[src/hw/rtl/dlrr_pkg.sv]
// shared types and constants of the diagnostic link request/response block
package dlrr_pkg;

  typedef enum logic [1:0] {
    CMD_START = 2'd0,
    CMD_RX    = 2'd1,
    CMD_TICK  = 2'd2
  } cmd_e;

  typedef enum logic [1:0] {
    KIND_TX     = 2'd0,
    KIND_ECHO   = 2'd1,
    KIND_STATUS = 2'd2
  } kind_e;

  typedef enum logic [1:0] {
    STAT_OK      = 2'd0,
    STAT_TIMEOUT = 2'd1,
    STAT_CHKERR  = 2'd2
  } status_e;

  typedef enum logic [1:0] {
    JOB_REQ,
    JOB_ECHO,
    JOB_ECHO_FINAL,
    JOB_TIMEOUT
  } job_e;

  localparam logic [15:0] TimeoutReset = 16'd30;
  localparam logic [9:0]  TimeoutWrap  = 10'd1000;
  localparam logic [8:0]  ReplyExtra   = 9'd3;
  localparam int unsigned ReqBytes     = 5;

  // one unit of work handed from the front to the back
  typedef struct packed {
    job_e             kind;
    logic [4:0][7:0]  bytes;
    logic [8:0]       pos;
    status_e          status;
    logic [9:0]       tcount;
  } job_t;

  // 0xff - (sum - 1) modulo 256
  function automatic logic [7:0] frame_check(logic [7:0] sum);
    frame_check = 8'hff - (sum - 8'h01);
  endfunction

endpackage

[src/hw/rtl/dlrr_front.sv]
// front part: accepts items, tracks the exchange state and issues jobs
module dlrr_front (
  input  logic                 clk_i,
  input  logic                 rst_ni,
  input  logic                 cfg_we_i,
  input  logic [15:0]          cfg_wdata_i,
  input  logic                 accept_i,
  input  logic [1:0]           cmd_i,
  input  logic [7:0]           header_byte_i,
  input  logic [7:0]           count_sent_i,
  input  logic [7:0]           address_i,
  input  logic [7:0]           read_length_i,
  input  logic [7:0]           rx_byte_i,
  output logic                 job_push_o,
  output dlrr_pkg::job_t       job_o
);

  logic [15:0] timeout_ticks_q;
  logic        waiting_q, waiting_d;
  logic [8:0]  bytes_received_q, bytes_received_d;
  logic [8:0]  expected_total_q, expected_total_d;
  logic [7:0]  running_sum_q, running_sum_d;
  logic [15:0] ticks_left_q, ticks_left_d;
  logic [9:0]  timeout_count_q, timeout_count_d;

  logic [7:0]  req_sum;
  logic [9:0]  pos_next;

  always_comb begin
    waiting_d        = waiting_q;
    bytes_received_d = bytes_received_q;
    expected_total_d = expected_total_q;
    running_sum_d    = running_sum_q;
    ticks_left_d     = ticks_left_q;
    timeout_count_d  = timeout_count_q;
    job_push_o       = 1'b0;
    req_sum          = header_byte_i + count_sent_i + address_i + read_length_i;
    pos_next         = {1'b0, bytes_received_q} + 10'd1;

    job_o.kind   = dlrr_pkg::JOB_REQ;
    job_o.bytes  = {dlrr_pkg::frame_check(req_sum), read_length_i, address_i,
                    count_sent_i, header_byte_i};
    job_o.pos    = bytes_received_q;
    job_o.status = dlrr_pkg::STAT_OK;
    job_o.tcount = timeout_count_q;

    if (accept_i) begin
      case (dlrr_pkg::cmd_e'(cmd_i))
        dlrr_pkg::CMD_START: begin
          waiting_d        = 1'b1;
          bytes_received_d = '0;
          expected_total_d = {1'b0, read_length_i} + dlrr_pkg::ReplyExtra;
          running_sum_d    = '0;
          ticks_left_d     = timeout_ticks_q;
          job_push_o       = 1'b1;
        end
        dlrr_pkg::CMD_RX: begin
          if (waiting_q) begin
            job_push_o       = 1'b1;
            job_o.bytes      = {32'd0, rx_byte_i};
            bytes_received_d = pos_next[8:0];
            if (pos_next < {1'b0, expected_total_q}) begin
              running_sum_d = running_sum_q + rx_byte_i;
              job_o.kind    = dlrr_pkg::JOB_ECHO;
            end else begin
              waiting_d     = 1'b0;
              job_o.kind    = dlrr_pkg::JOB_ECHO_FINAL;
              job_o.status  = (dlrr_pkg::frame_check(running_sum_q) == rx_byte_i)
                              ? dlrr_pkg::STAT_OK : dlrr_pkg::STAT_CHKERR;
            end
          end
        end
        dlrr_pkg::CMD_TICK: begin
          if (waiting_q) begin
            if (ticks_left_q > 16'd1) begin
              ticks_left_d = ticks_left_q - 16'd1;
            end else begin
              ticks_left_d    = '0;
              waiting_d       = 1'b0;
              timeout_count_d = (timeout_count_q >= dlrr_pkg::TimeoutWrap)
                                ? '0 : timeout_count_q + 10'd1;
              job_push_o      = 1'b1;
              job_o.kind      = dlrr_pkg::JOB_TIMEOUT;
              job_o.status    = dlrr_pkg::STAT_TIMEOUT;
              job_o.tcount    = timeout_count_d;
            end
          end
        end
        default: begin
        end
      endcase
    end
  end

  always_ff @(posedge clk_i or negedge rst_ni) begin
    if (!rst_ni) begin
      timeout_ticks_q  <= dlrr_pkg::TimeoutReset;
      waiting_q        <= 1'b0;
      bytes_received_q <= '0;
      expected_total_q <= '0;
      running_sum_q    <= '0;
      ticks_left_q     <= '0;
      timeout_count_q  <= '0;
    end else begin
      if (cfg_we_i) begin
        timeout_ticks_q <= cfg_wdata_i;
      end
      waiting_q        <= waiting_d;
      bytes_received_q <= bytes_received_d;
      expected_total_q <= expected_total_d;
      running_sum_q    <= running_sum_d;
      ticks_left_q     <= ticks_left_d;
      timeout_count_q  <= timeout_count_d;
    end
  end

endmodule

[src/hw/rtl/dlrr_fifo.sv]
// short job queue between the front and the back
module dlrr_fifo #(
  parameter int unsigned Depth = 4
) (
  input  logic           clk_i,
  input  logic           rst_ni,
  input  logic           push_i,
  input  dlrr_pkg::job_t wdata_i,
  output logic           full_o,
  input  logic           pop_i,
  output logic           empty_o,
  output dlrr_pkg::job_t rdata_o
);

  localparam int unsigned PtrW = (Depth > 1) ? $clog2(Depth) : 1;
  localparam int unsigned CntW = $clog2(Depth + 1);

  dlrr_pkg::job_t mem [Depth];
  logic [PtrW-1:0] wr_ptr_q, rd_ptr_q;
  logic [CntW-1:0] count_q;
  logic            do_push, do_pop;

  assign full_o  = (count_q == CntW'(Depth));
  assign empty_o = (count_q == '0);
  assign do_push = push_i && !full_o;
  assign do_pop  = pop_i && !empty_o;
  assign rdata_o = mem[rd_ptr_q];

  always_ff @(posedge clk_i) begin
    if (do_push) begin
      mem[wr_ptr_q] <= wdata_i;
    end
  end

  always_ff @(posedge clk_i or negedge rst_ni) begin
    if (!rst_ni) begin
      wr_ptr_q <= '0;
      rd_ptr_q <= '0;
      count_q  <= '0;
    end else begin
      if (do_push) begin
        wr_ptr_q <= (wr_ptr_q == PtrW'(Depth - 1)) ? '0 : wr_ptr_q + 1'b1;
      end
      if (do_pop) begin
        rd_ptr_q <= (rd_ptr_q == PtrW'(Depth - 1)) ? '0 : rd_ptr_q + 1'b1;
      end
      case ({do_push, do_pop})
        2'b10:   count_q <= count_q + 1'b1;
        2'b01:   count_q <= count_q - 1'b1;
        default: count_q <= count_q;
      endcase
    end
  end

endmodule

[src/hw/rtl/dlrr_back.sv]
// back part: expands each job into result items behind an output register
module dlrr_back (
  input  logic           clk_i,
  input  logic           rst_ni,
  input  logic           job_empty_i,
  input  dlrr_pkg::job_t job_i,
  output logic           job_pop_o,
  output logic           empty_o,
  input  logic           pop_i,
  output logic [1:0]     kind_o,
  output logic [7:0]     value_o,
  output logic [8:0]     position_o,
  output logic [1:0]     status_o,
  output logic           last_o,
  output logic [9:0]     timeouts_seen_o
);

  logic       out_valid_q, out_valid_d;
  logic [2:0] step_q, step_d;
  logic       advance, job_done;

  dlrr_pkg::kind_e   kind_d;
  dlrr_pkg::status_e status_d;
  logic [7:0]        value_d;
  logic [8:0]        position_d;
  logic              last_d;

  logic [1:0]        kind_q;
  logic [7:0]        value_q;
  logic [8:0]        position_q;
  logic [1:0]        status_q;
  logic              last_q;
  logic [9:0]        tcount_q;

  assign advance = !out_valid_q || pop_i;
  assign empty_o = !out_valid_q;

  assign kind_o          = kind_q;
  assign value_o         = value_q;
  assign position_o      = position_q;
  assign status_o        = status_q;
  assign last_o          = last_q;
  assign timeouts_seen_o = tcount_q;

  always_comb begin
    kind_d     = dlrr_pkg::KIND_TX;
    value_d    = '0;
    position_d = '0;
    status_d   = dlrr_pkg::STAT_OK;
    last_d     = 1'b1;
    job_done   = 1'b1;
    case (job_i.kind)
      dlrr_pkg::JOB_REQ: begin
        case (step_q)
          3'd0:    value_d = job_i.bytes[0];
          3'd1:    value_d = job_i.bytes[1];
          3'd2:    value_d = job_i.bytes[2];
          3'd3:    value_d = job_i.bytes[3];
          default: value_d = job_i.bytes[4];
        endcase
        position_d = 9'(step_q);
        job_done   = (step_q == 3'(dlrr_pkg::ReqBytes - 1));
        last_d     = job_done;
      end
      dlrr_pkg::JOB_ECHO: begin
        kind_d     = dlrr_pkg::KIND_ECHO;
        value_d    = job_i.bytes[0];
        position_d = job_i.pos;
      end
      dlrr_pkg::JOB_ECHO_FINAL: begin
        // echo first, then the checksum verdict
        if (step_q == 3'd0) begin
          kind_d     = dlrr_pkg::KIND_ECHO;
          value_d    = job_i.bytes[0];
          position_d = job_i.pos;
          last_d     = 1'b0;
          job_done   = 1'b0;
        end else begin
          kind_d   = dlrr_pkg::KIND_STATUS;
          status_d = job_i.status;
        end
      end
      default: begin
        kind_d   = dlrr_pkg::KIND_STATUS;
        status_d = job_i.status;
      end
    endcase
  end

  always_comb begin
    out_valid_d = out_valid_q;
    step_d      = step_q;
    job_pop_o   = 1'b0;
    if (advance) begin
      out_valid_d = !job_empty_i;
      if (!job_empty_i) begin
        if (job_done) begin
          job_pop_o = 1'b1;
          step_d    = '0;
        end else begin
          step_d = step_q + 3'd1;
        end
      end
    end
  end

  always_ff @(posedge clk_i or negedge rst_ni) begin
    if (!rst_ni) begin
      out_valid_q <= 1'b0;
      step_q      <= '0;
    end else begin
      out_valid_q <= out_valid_d;
      step_q      <= step_d;
    end
  end

  always_ff @(posedge clk_i) begin
    if (advance && !job_empty_i) begin
      kind_q     <= kind_d;
      value_q    <= value_d;
      position_q <= position_d;
      status_q   <= status_d;
      last_q     <= last_d;
      tcount_q   <= job_i.tcount;
    end
  end

endmodule

[src/hw/rtl/diag_link_request_response.sv]
// Master side of a single-wire diagnostic request/response exchange. Items
// are accepted one per cycle while the job queue (QueueDepth entries) has
// room. With the queue and the output register empty, an item that yields a
// job passes through the job queue and then the output register before its
// first result is on the result ports. Results leave the output register at
// one per cycle while pop is asserted; a request yields 5 results, a final
// reply byte 2, and other items 1 or none, so the output register is what
// sets the sustained result rate.
module diag_link_request_response #(
  parameter int unsigned QueueDepth = 4
) (
  input  logic        clk_i,
  input  logic        rst_ni,
  input  logic        cfg_we_i,
  input  logic [15:0] cfg_wdata_i,
  input  logic        push,
  output logic        full,
  input  logic [1:0]  cmd_i,
  input  logic [7:0]  header_byte_i,
  input  logic [7:0]  count_sent_i,
  input  logic [7:0]  address_i,
  input  logic [7:0]  read_length_i,
  input  logic [7:0]  rx_byte_i,
  output logic        empty,
  input  logic        pop,
  output logic [1:0]  kind_o,
  output logic [7:0]  value_o,
  output logic [8:0]  position_o,
  output logic [1:0]  status_o,
  output logic        last_o,
  output logic [9:0]  timeouts_seen_o
);

  dlrr_pkg::job_t front_job, head_job;
  logic           front_push, job_empty, job_pop;

  dlrr_front u_front (
    .clk_i         (clk_i),
    .rst_ni        (rst_ni),
    .cfg_we_i      (cfg_we_i),
    .cfg_wdata_i   (cfg_wdata_i),
    .accept_i      (push && !full),
    .cmd_i         (cmd_i),
    .header_byte_i (header_byte_i),
    .count_sent_i  (count_sent_i),
    .address_i     (address_i),
    .read_length_i (read_length_i),
    .rx_byte_i     (rx_byte_i),
    .job_push_o    (front_push),
    .job_o         (front_job)
  );

  dlrr_fifo #(
    .Depth (QueueDepth)
  ) u_fifo (
    .clk_i   (clk_i),
    .rst_ni  (rst_ni),
    .push_i  (front_push),
    .wdata_i (front_job),
    .full_o  (full),
    .pop_i   (job_pop),
    .empty_o (job_empty),
    .rdata_o (head_job)
  );

  dlrr_back u_back (
    .clk_i           (clk_i),
    .rst_ni          (rst_ni),
    .job_empty_i     (job_empty),
    .job_i           (head_job),
    .job_pop_o       (job_pop),
    .empty_o         (empty),
    .pop_i           (pop),
    .kind_o          (kind_o),
    .value_o         (value_o),
    .position_o      (position_o),
    .status_o        (status_o),
    .last_o          (last_o),
    .timeouts_seen_o (timeouts_seen_o)
  );

endmodule
[config.mk]
export PLATFORM = sky130hd
export DESIGN_NAME = diag_link_request_response
export DESIGN_NICKNAME = d
export VERILOG_FILES = /design/src/hw/rtl/dlrr_pkg.sv /design/src/hw/rtl/dlrr_front.sv /design/src/hw/rtl/dlrr_fifo.sv /design/src/hw/rtl/dlrr_back.sv /design/src/hw/rtl/diag_link_request_response.sv
export SDC_FILE = /design/constraint.sdc
export NUM_CORES = 1
export LEC_CHECK = 0
export ABC_AREA = 1
export ABC_CLOCK_PERIOD_IN_PS = 5500
export BUFFER_PORTS_ARGS = -buffer_cell sky130_fd_sc_hd__buf_2
export CORE_MARGIN = 5
export CORE_UTILIZATION = 55
export DETAILED_ROUTE_END_ITERATION = 8
export PLACE_DENSITY = 0.78
export SYNTH_ARGS = -nofsm -noshare
export SYNTH_HDL_FRONTEND = slang
export SYNTH_SLANG_ARGS = --single-unit
[constraint.sdc]
create_clock -name clk_i -period 5.5 [get_ports clk_i]
set_input_delay 0.275 -clock clk_i [delete_from_list [all_inputs] [get_ports clk_i]]
set_output_delay 0.275 -clock clk_i [all_outputs]
set_load 0.01 [all_outputs]
**After elaboration in Yosys (flattened, before gate mapping)**

Memory sizes are Yosys's and may differ from the RTL's.
Cells that the tools add are included.

- Word-level logic and storage cells: 136
- Bits in registers: 112
- Bits of input ports: 63
- Memories: 1
- Memory bits (writable): 252
- Output and inout port bits: 34

- Eq/ne operators: 17
- Muxes and demuxes: 54
- $lt $le $gt $ge: 3
- Add/subtract/negate cells: 17
- Bitwise gates (word level): 2
- Reduce and logical (&&, ||, !) cells: 24

Memory list:

| memory | depth | bits a word | rd ports | clocked after Yosys merged registers in | wr ports | RTL line | RTL |
|---|---|---|---|---|---|---|---|
| u_fifo.mem | 4 | 63 | 1 | 0 | 1 | dlrr_fifo.sv:18 | `dlrr_pkg::job_t mem [Depth];` |

Operator list:

| kind | number |
|---|---|
| 42-bit 2-to-1 mux | 2 |
| 40-bit 2-to-1 mux | 1 |
| 8-bit adder | 4 |
| 16-bit 2-to-1 mux | 2 |
| 16-bit one-hot mux with 2 select lines | 1 |
| 8-bit one-hot mux with 4 select lines | 1 |
| 9-bit one-hot mux with 3 select lines | 1 |
| 12-bit 2-to-1 mux | 2 |
| 8-bit 2-to-1 mux | 3 |
| 8-bit one-hot mux with 3 select lines | 1 |
| 10-bit 2-to-1 mux | 2 |
| 2-bit 2-to-1 mux | 10 |
| 9-bit 2-to-1 mux | 2 |
| 9-bit one-hot mux with 2 select lines | 1 |
| 16-bit by 1-bit > comparator with 1-bit output, second input constant | 1 |
| 8-bit one-hot mux with 2 select lines | 1 |
| 16-bit by 1-bit subtractor with 16-bit output, second input constant | 1 |
| 8-bit by 1-bit subtractor with 8-bit output, second input constant | 2 |
| 8-bit subtractor, first input constant | 2 |
| 1-bit 2-to-1 mux | 14 |
| 2-bit one-hot mux with 2 select lines | 3 |
| 11-bit 2-to-1 mux | 1 |
| 10-bit by 1-bit adder with 10-bit output, second input constant | 1 |
| 9-bit by 1-bit adder with 10-bit output, second input constant | 1 |
| other kinds (30) | 57 |

**Logic depth before layout (Yosys ltp)**

- Depth after elaboration: 9
- Depth in mapped cells: 18
- Mapped depth without buffers: 18

**Modules after synthesis**

A second synthesis with hierarchy kept.

- Cell total of the unflattened synthesis: 1751
- Area total of the unflattened synthesis: 18107.4 um^2

By module, submodules not included:

| module | area an instance (um^2) | times used | cells an instance | seq. area each (um^2) |
|---|---|---|---|---|
| dlrr_fifo | 10606.4 | 1 | 795 | 7742.4 |
| dlrr_front | 5600.4 | 1 | 749 | 1731.7 |
| dlrr_back | 1890.6 | 1 | 205 | 1061.0 |
| diag_link_request_response | 10.0 | 1 | 2 | 0.0 |

**Worst setup path after synthesis**

Ideal clock, no wire load.

- Kind: flip-flop to flip-flop
- Start: register u_front.ticks_left_q[0]
- End: memory u_fifo.mem[0][0] (netlist name) (enable)
- Slack: 0.952 ns
- Cell stages (with the launch flop): 11
- Data required time: 5.016 ns
- Data arrival time: 4.064 ns
- Path buffers: 0
- Cell sequence: dfrtp_1 > inv_1 > ha_1 > nand2_2 > nor2_4 > inv_2 > a21oi_4 > nand3_2 > nand3_2 > nand2_2 > nor2_1

- Longest elaborated chain between the ends: 8

RTL lines:

| element | RTL line | RTL |
|---|---|---|
| start, declared | dlrr_front.sv:23 | `logic [15:0] ticks_left_q, ticks_left_d;` |
| start signal, assigned | dlrr_front.sv:112 | `ticks_left_q <= ticks_left_d;` |
| 16-bit by 1-bit > comparator with 1-bit output | dlrr_front.sv:75 | `if (ticks_left_q > 16'd1) begin` |
| 1-bit 2-to-1 mux | dlrr_front.sv:75 |  |
| 1-bit 2-to-1 mux | dlrr_front.sv:74 | `if (waiting_q) begin` |
| 1-bit one-hot mux with 3 select lines | dlrr_front.sv:48 | `case (dlrr_pkg::cmd_e'(cmd_i))` |
| 1-bit 2-to-1 mux | dlrr_front.sv:47 | `if (accept_i) begin` |
| 1-bit logical AND | dlrr_fifo.sv:25 | `assign do_push = push_i && !full_o;` |
| 1-bit 2-to-1 mux | dlrr_fifo.sv:30 | `if (do_push) begin` |
| 1-bit 2-to-1 mux (not written as such) | dlrr_fifo.sv:31 | `mem[wr_ptr_q] <= wdata_i;` |
| end, declared | dlrr_fifo.sv:18 |  |

Every way passes these cells.

**Worst setup path in the final report**

- Start: register u_fifo.rd_ptr_q[1]
- End: register u_fifo.count_q[2]

- Longest elaborated chain between the ends: 9
- Elaborated cells on any way between the ends: 12

RTL lines:

| element | RTL line | RTL |
|---|---|---|
| start, declared | dlrr_fifo.sv:19 | `logic [PtrW-1:0] wr_ptr_q, rd_ptr_q;` |
| start signal, assigned | dlrr_fifo.sv:45 | `rd_ptr_q <= (rd_ptr_q == PtrW'(Depth - 1)) ? '0 : rd_ptr_q + 1'b1;` |
| memory read 4 x 63 bit (*) | -- |  |
| 2-bit == test or 2-bit logical NOT (tied branches) | dlrr_back.sv:52 | `case (job_i.kind)` |
| 1-bit one-hot mux with 2 select lines (*) | dlrr_back.sv:52 |  |
| via u_back.job_done | dlrr_back.sv:20 | `logic advance, job_done;` |
| 1-bit 2-to-1 mux (*) | dlrr_back.sv:97 | `if (job_done) begin` |
| 1-bit 2-to-1 mux (*) | dlrr_back.sv:96 | `if (!job_empty_i) begin` |
| 1-bit 2-to-1 mux (*) | dlrr_back.sv:94 | `if (advance) begin` |
| 1-bit logical AND (*) | dlrr_fifo.sv:26 | `assign do_pop = pop_i && !empty_o;` |
| via u_fifo.do_pop | dlrr_fifo.sv:21 | `logic do_push, do_pop;` |
| 2-bit by 1-bit == test with 1-bit output or 2-bit == test (tied branches) | dlrr_fifo.sv:47 | `case ({do_push, do_pop})` |
| 3-bit one-hot mux with 2 select lines or 2-bit nonzero test (tied branches) | -- |  |
| end signal, assigned | dlrr_fifo.sv:48 | `2'b10: count_q <= count_q + 1'b1;` |
| end signal, assigned | dlrr_fifo.sv:49 | `2'b01: count_q <= count_q - 1'b1;` |
| end signal, assigned | dlrr_fifo.sv:50 | `default: count_q <= count_q;` |
| end, declared | dlrr_fifo.sv:20 | `logic [CntW-1:0] count_q;` |

Mark *: on every way through the listed nets, which the timed path passes. The rest lies on a longest branch.
A chain may end at the register's enable or synchronous reset.

==> results by group <==
Outcome
  • Outcome: completed

GRT
  • Largest net degree at the start of global routing: between 80 and 90
  • Met1 usage: 0.294
  • Total grt overflow: 0
  • GRT busiest layer: met2
  • Overall Global Routing Usage: 0.224
  • Met3 GRT Util: 0.0512
  • Global-route wire length before repair: just over 60000 µm
  • Met2 Use GR: 0.376
  • Number of global-route vias before repair: 11600
  • Initial antenna violation count: 0

Synth
  • Top cells by area, synth: edfxtp_1, dfrtp_1, nand2_1
  • Cell with the most instances after synthesis: edfxtp_1
  • Post-Synth Adder-Cell Area: 0.0551
  • Syn nets: about 1700
  • Mux cell area share after synthesis: 0.00864
  • Ys flop type: edfxtp_1
  • Largest family of logic cells by synthesized area: simple AND/OR/NAND/NOR gates
  • Most frequent cells after synthesis: edfxtp_1, nand2_1, nor2_1
  • Mapped Cells: 1585
  • Distinct cells, synth: 48
  • EDFF count, synth: approximately 280
  • #FFs+latches synth: around 360
  • Share of the yosys chip area belonging to registers: 0.622
  • Cell taking the most area after synthesis: edfxtp_1
  • Async SR Flop Fraction: 0.220
  • Mapped Avg Cell Area: between 10 and 15 µm²
  • Syn. warnings: 0
  • Post-Synth XOR/XNOR Area: 0.0184
  • Synth Area in Compound Gates: 0.0991
  • Yosys top cell area share: 0.503
  • Synth Area in Simple Gates: 0.147
  • Synth Cell Area: between 0.015 and 0.02 mm²

Timing
  • Max-slew violation count: 0
  • Hold Fails Final Rpt: 0
  • Fin Setup TNS: 0 ns
  • Max Fclk: about 0.27 GHz
  • Worst relative slew slack: 0.300
  • Fin crit period: around 3.7 ns
  • Least-Margin Pin Slew: 1.05 ns
  • Clock skew: 0.0135 ns
  • RSZ-0062 raised after global routing: false
  • Final Cycle Share: 0.664
  • Setup violations, final: 0

Power
  • Combinational power share: 0.325
  • Reg power frac: 0.411
  • Pwr Density: roughly 490 mW/mm²
  • Leakage power: a little under 8 nW
  • Clock power frac: 0.264
  • Net Sw Frac: 0.361
  • Max VDD drop: around 0.31 mV
  • Int Pwr: 6.05 mW
  • Sw Pwr: between 3 and 4 mW

Cells and area
  • Fillers: roughly 2300
  • ANT cells: 0
  • Layout cells sized above 1: 0.131
  • Layout area overhead: 13.3%
  • Post-route cell area: slightly below 0.02 mm²
  • Number of nets in the layout: roughly 1800

Routing
  • Total routed wirelength: 38600 µm
  • ANT nets after route: 0
  • Drt pass-1 iters: 6
  • DRT iter0 DRCs: about 1000
  • Routed vias/inst: between 5 and 6
  • DRC Markers: 0
  • Drt wl/cell: around 18 µm
  • Vias after detailed routing: roughly 12000

Clock tree
  • Total CTS buffers: 37
  • CTS root buf: clkbuf_16
  • TritonCTS sink count: between 300 and 400
  • Longest Clk Path Bufs: 3
  • H-tree lvl count: 2
  • Clk_lat worst skew: approximately 0.52 ns
  • # hold bufs at CTS: 18
  • CTS tree: yes
  • Post-CTS sizing: 0
  • Clk slew on worst S/H paths: roughly 0.06 ns
  • Post-CTS setup buffers: 0

Placement
  • Post-DP HPWL: around 25000 µm
  • Input/output buffers: 96
  • Placed Area: between 0.015 and 0.02 mm²
  • RD Place Congestion: between 0.8 and 0.9

Critical path
  • WP data required: 5.90 ns
  • CP Max Fanout: 26
  • Worst setup SP type: flop
  • Worst EP arrival: just over 4 ns
  • Crit Path Class: reg2reg
  • Critical Path End Type: flop

Floorplanning
  • Chip width: 186 µm
  • Core Box Area: 0.0305 mm²
  • Initial core utilization: 0.555
  • Die H: 186 µm
  • Die Area: roughly 0.034 mm²
  • I/O pins: 97
  • Row cnt: 64

Min path
  • Hold Crit Class: in2reg

Run
  • Max Cap Violations: 0
-- worst max-delay path, stage by stage, from the launching register on --
cell	delay, ns
dfrtp_1	0.94
inv_2	0.23
nand3_1	0.18
nand2_2	0.10
nand2_1	0.42
inv_2	0.19
nand2_1	0.13
nand2_2	0.08
inv_2	0.07
nand2_1	0.06
inv_2	0.09
ha_1	0.14
inv_1	0.06
fa_1	0.38
a21oi_1	0.15
o21ai_0	0.13
xnor2_1	0.16
-- per-layer routing --
metal,part of all wire,vias to the layer above
met3,0.092,86
met1,0.40,5711
met2,0.49,494
met5,0,-
li1,-,5653
met4,0.025,0
-- path summary, 6_finish.rpt --
kind,start,end,slack [ns],depth (start not counted)
worst max-delay path,u_fifo.rd_ptr_q[1],u_fifo.count_q[2],1.85,16
worst min-delay path,read_length_i[4],u_front.expected_total_q[4],0.08,3
worst max register to register,u_fifo.rd_ptr_q[1],u_fifo.count_q[2],1.85,16
worst min register to register,u_front.expected_total_q[4],u_front.expected_total_q[4],0.49,2
max in group asynchronous,rst_ni,u_fifo.rd_ptr_q[0],4.21,3
min in group asynchronous,rst_ni,u_front.timeout_ticks_q[12],0.23,2
-- layout make-up --
| type | instances | area (µm²) | share of cell area |
|---|---|---|---|
| sequential | 364 | 10500 | 0.549 |
| multi-input combinational | 1007 | 5600 | 0.292 |
| clock buffer | 46 | 1010 | 0.0527 |
| timing repair buffer | 129 | 778 | 0.0405 |
| inverter | 152 | 573 | 0.0298 |
| tap | 396 | 495 | 0.0258 |
| clock inverter | 22 | 206 | 0.0107 |
-- placed cells by master, fill, tap and decap left out, types with 50 or more instances in the layout --
cell and instances:
a21oi_1 50, buf_2 95, dfrtp_1 75, edfxtp_1 284
inv_1 136, nand2_1 258, nand3_1 73, nor2_1 215
o21ai_0 110, o21ai_1 55
-- stage by stage --
step,hold WS (ns),power [mW],cells,setup WS [ns],utilization
after floorplan,-0.0206,6.00,1585,0.952,-
after global placement,0.246,6.84,2029,2.05,0.583
after detailed placement,0.248,6.95,2029,1.89,0.583
after CTS,0.00106,9.49,2115,1.90,0.629
after global routing,0.0957,10.0,2116,1.58,0.630
final,0.0779,9.47,2116,1.85,0.630
-- cell families after synthesis --
group                      count (synthesis)
adders and majority gates                 65
DFF                                      364
muxes                                     13
and+or+nand+nor                          600
AOI/OAI and AO/OA                        295
xor gates and xnor gates                  34
buffers and inverters                    214
-- sequential cells by signal, indices dropped and copies added, names as in the netlist, 9 cells and up --
signal / flops
u_front.timeout_ticks_q: 16
u_front.timeout_count_q: 10
u_back.position_o: 9
u_back.timeouts_seen_o: 10
u_front.bytes_received_q: 9
u_front.expected_total_q: 9
u_fifo.mem: 252
u_front.ticks_left_q: 16
-- power by group through the flow --
stage	clock, mW	sequential, mW	combinational, mW
CTS	2.54	3.88	3.07
global placement	0	3.93	2.92
global route	2.65	3.94	3.45
detailed placement	0	3.94	3.01
finish	2.50	3.89	3.08
floorplan	0	3.87	2.12
Note: power is estimated with default switching activity, not from simulation.
